File: config.mk
export PLATFORM = sky130hd
export DESIGN_NAME = rmmsq_ram
export DESIGN_NICKNAME = d
export VERILOG_FILES = /design/src/design/rmmsq_ram.sv
export SDC_FILE = /design/constraint.sdc
export NUM_CORES = 2
export LEC_CHECK = 0
export ABC_AREA = 1
export BUFFER_PORTS_ARGS = -buffer_cell sky130_fd_sc_hd__buf_2
export CAP_MARGIN = 20
export CORE_UTILIZATION = 45
export DETAILED_ROUTE_END_ITERATION = 10
export PLACE_DENSITY_LB_ADDON = 0.2
export RECOVER_POWER = 100
export SLEW_MARGIN = 10
export SYNTH_ARGS = -nofsm -noshare
export SYNTH_HDL_FRONTEND = slang
export SYNTH_SLANG_ARGS = --single-unit
File: constraint.sdc
create_clock -name clock -period 4.7 [get_ports clock]
set_clock_uncertainty 0.15 [all_clocks]
set_input_delay 0.47 -clock clock [delete_from_list [all_inputs] [get_ports clock]]
set_output_delay 0.47 -clock clock [all_outputs]
set_load 0.01 [all_outputs]
File: src/design/rmmsq_ram.sv
// ---------------------------------------------------------------------------
// rmmsq_ram
// Simple dual-port RAM: one write port, one read port, registered read.
// ---------------------------------------------------------------------------
module rmmsq_ram #(
   parameter int WIDTH = 32,
   parameter int DEPTH = 64
) (
   input  logic                     clock,
   input  logic                     wr_en,
   input  logic [$clog2(DEPTH)-1:0] wr_addr,
   input  logic [WIDTH-1:0]         wr_data,
   input  logic                     rd_en,
   input  logic [$clog2(DEPTH)-1:0] rd_addr,
   output logic [WIDTH-1:0]         rd_data
);
   logic [WIDTH-1:0] mem_ff [DEPTH];
   logic [WIDTH-1:0] rd_data_ff;

   always_ff @(posedge clock) begin
      if (wr_en) begin
         mem_ff[wr_addr] <= wr_data;
      end
      if (rd_en) begin
         rd_data_ff <= mem_ff[rd_addr];
      end
   end

   assign rd_data = rd_data_ff;
endmodule

==> results.txt <==
Status = finished with violations
Violated checks = max-capacitance violations, max-slew violations
Post-Syn Area = 83060 µm²
Post-route insts no fill = 9476
Aggregate global-route resource usage = 26.73%
CP required = 5.03 ns
LEAKAGE = 32.29 nW
Critical path class = primary input to flop
CTS root buf = clkbuf_16
GR met1 Demand/Resource = 36.89%
Clock-pin slew on the worst setup and hold paths = 0.06 ns
Post-DP HPWL = 131.6 mm
Initial Utilization = 45.32%
Ports = 79
Gpl congestion = 0.8411
Area Growth Syn to Fin = 12.11%
IO buf count = 78
Sequential-to-total area share from yosys stat = 75.20%
Setup WS pre-CTS = 1.058 ns
Max clock buf depth = 3
Drt via density = 5.730
Synth Flop Type = edfxtp_1
Sequential cell area = 62460 µm²
CP Launch Type = primary input
Post-CTS Setup Bufs = 0
Largest net degree at the start of global routing = 158
Post-synthesis net count = 6816
Fmax = 0.2601 GHz
Grt met2 use = 42.76%
Final nets = 6882
Worst EP arrival = 4.17 ns
Worst hold margin = 0.07327 ns
Die Ht = 431.6 µm
Number of CTS-inserted buffers = 206
YS warnings = 0
Max Cap Viol = 86
Power per cell area = 424.0 nW/µm²
Worst min path class = primary input to flop
Clk_lat worst skew = 0.85 ns
DR iter-0 viols = 6922
CP Capture Type = flop
Setup Viol. Count Final = 0
Final min period = 3.844 ns
First-pass GRT wire length = 360.6 mm
CTS Sinks = 2080
Unique masters post-synth = 15
Vias in the first global route = 50950
Initial antenna violation count = 24
Slew Viols, Final = 3252
Top cell type's share of synthesized area = 75.20%
Drt first pass iters = 7
VDD IR max = 0.3419 mV
Row cnt = 157
# fillers = 15820
TNS Setup = 0 ns
Post-Place Cells = 9084
Top Usage Layer GRT = met2
Worst-Margin Slew = 3.659 ns
H-tree Lvls = 4
Ys async rst share = 0%
#FFs+latches synth = 2080
Reg2reg setup slack = 2.50 ns
Grt total ovfl = 0
Power Total = 39.48 mW
Multi-input logic area = 18640 µm²
Core area = 183300 µm²
Part of the cycle the worst path needs = 81.79%
Die area = 186300 µm²
Final WS setup = 0.8557 ns
Routed vias = 54300
RSZ-0062 raised after global routing = false
Max FO, Critical Path = 18
Layout cells sized above 1 = 7.009%
Routed WL per cell = 26.49 µm
Synth top area cells = edfxtp_1 75%, nand3_1 11%, nand2_1 10%
DRT antenna net count = 0
CTS tree = done
Cells after synthesis = 6769
Post-synth top area cell = edfxtp_1
Die X-Extent = 431.6 µm
Worst relative slew slack = -144.0%
Drt drc = 0
Final count of hold timing violations = 0
Met3 Use GR = 3.818%
Post-synth EDFFs = 2080
Post-Route WL = 251.0 mm
Mean Syn Cell Area = 12.27 µm²
per-stage QoR:
stage	utilization [%]	area [µm²]
floorplan	-	83060
global placement	47.45	86960
detailed placement	47.45	86960
CTS	51.09	93640
global route	50.80	93100
finish	50.81	93110
Yosys cell counts, types with 3 or more instances:
master,count
clkbuf_1,77
nor2_1,56
nand4_1,9
nor4_1,8
buf_4,45
buf_6,3
buf_1,40
inv_1,9
nand3_1,1907
buf_2,282
edfxtp_1,2080
nand2_1,2248
logic make-up (layout without fill, tap and decap cells):
family	count (synthesis)	after routing	share of synthesized area, %
simple gates	4228	4228	22.03
flops	2080	2080	75.20
buf+inv	461	697	2.769
other cells	0	7	0
path summary, 6_finish.rpt:
kind | start | end | cells after the start
max | wr_addr[1] | mem_ff[9][27] | 6
min | rd_addr[5] | rd_data[11] | 4
min reg2reg | mem_ff[20][24] | rd_data[24] | 8
max reg2reg | mem_ff[38][28] | rd_data[28] | 8
layout by cell type (no fill, tap or decap):
cell type / count
clkinvlp_4: 4
inv_8: 3
inv_2: 1
clkinv_4: 1
nand4_1: 9
clkbuf_16: 209
buf_8: 3
inv_16: 5
nand2_1: 2248
edfxtp_1: 2080
buf_6: 1
inv_1: 6
buf_4: 93
nor2_1: 12
diode_2: 7
buf_12: 38
clkbuf_2: 6
nor2_4: 44
bufinv_16: 21
clkbuf_1: 192
clkinv_8: 2
nor4_2: 1
inv_6: 6
buf_2: 17
nand3_1: 1907
dlygate4sd3_1: 7
clkinv_1: 46
nor4_1: 7
clkinv_2: 36
area by class of cell:
cell class	instances	share of cell area, %
Sequential cell	2080	67.08
Multi-Input combinational cell	4228	20.01
Clock buffer	259	5.818
Tap cell	2464	3.311
Timing Repair Buffer	307	2.399
Clock inverter	119	1.274
Inverter	12	0.08734
Antenna cell	7	0.01881
registers in the layout, indices dropped and copies added, names as in the netlist:
register  flops
mem_ff     2048
rd_data      32
metal layers:
layer	up-vias	wire, µm
met5	-	13
met4	2	10900
met3	447	20060
met2	2505	118400
met1	27040	101600
li1	24300	-
worst max-delay path, stage by stage:
cell and delay [ns]:
clkbuf_1 0.19, inv_1 0.25, nand4_1 0.38, clkbuf_1 0.30, nor2_1 2.10, clkbuf_1 0.44
power by group:
| group | internal [mW] | leakage (nW) | switching, mW |
|---|---|---|---|
| clock network | 9.31 | 3.23 | 7.05 |
| registers | 20.6 | 18.7 | 0.0658 |
| logic | 0.561 | 10.3 | 1.88 |
| total | 30.5 | 32.3 | 8.99 |
repair_timing:
item	CTS	global route
hold endpoints to repair	120	0
hold buffers	7	0
gates resized for setup	0	0
Power figures use the tool's default switching activity.
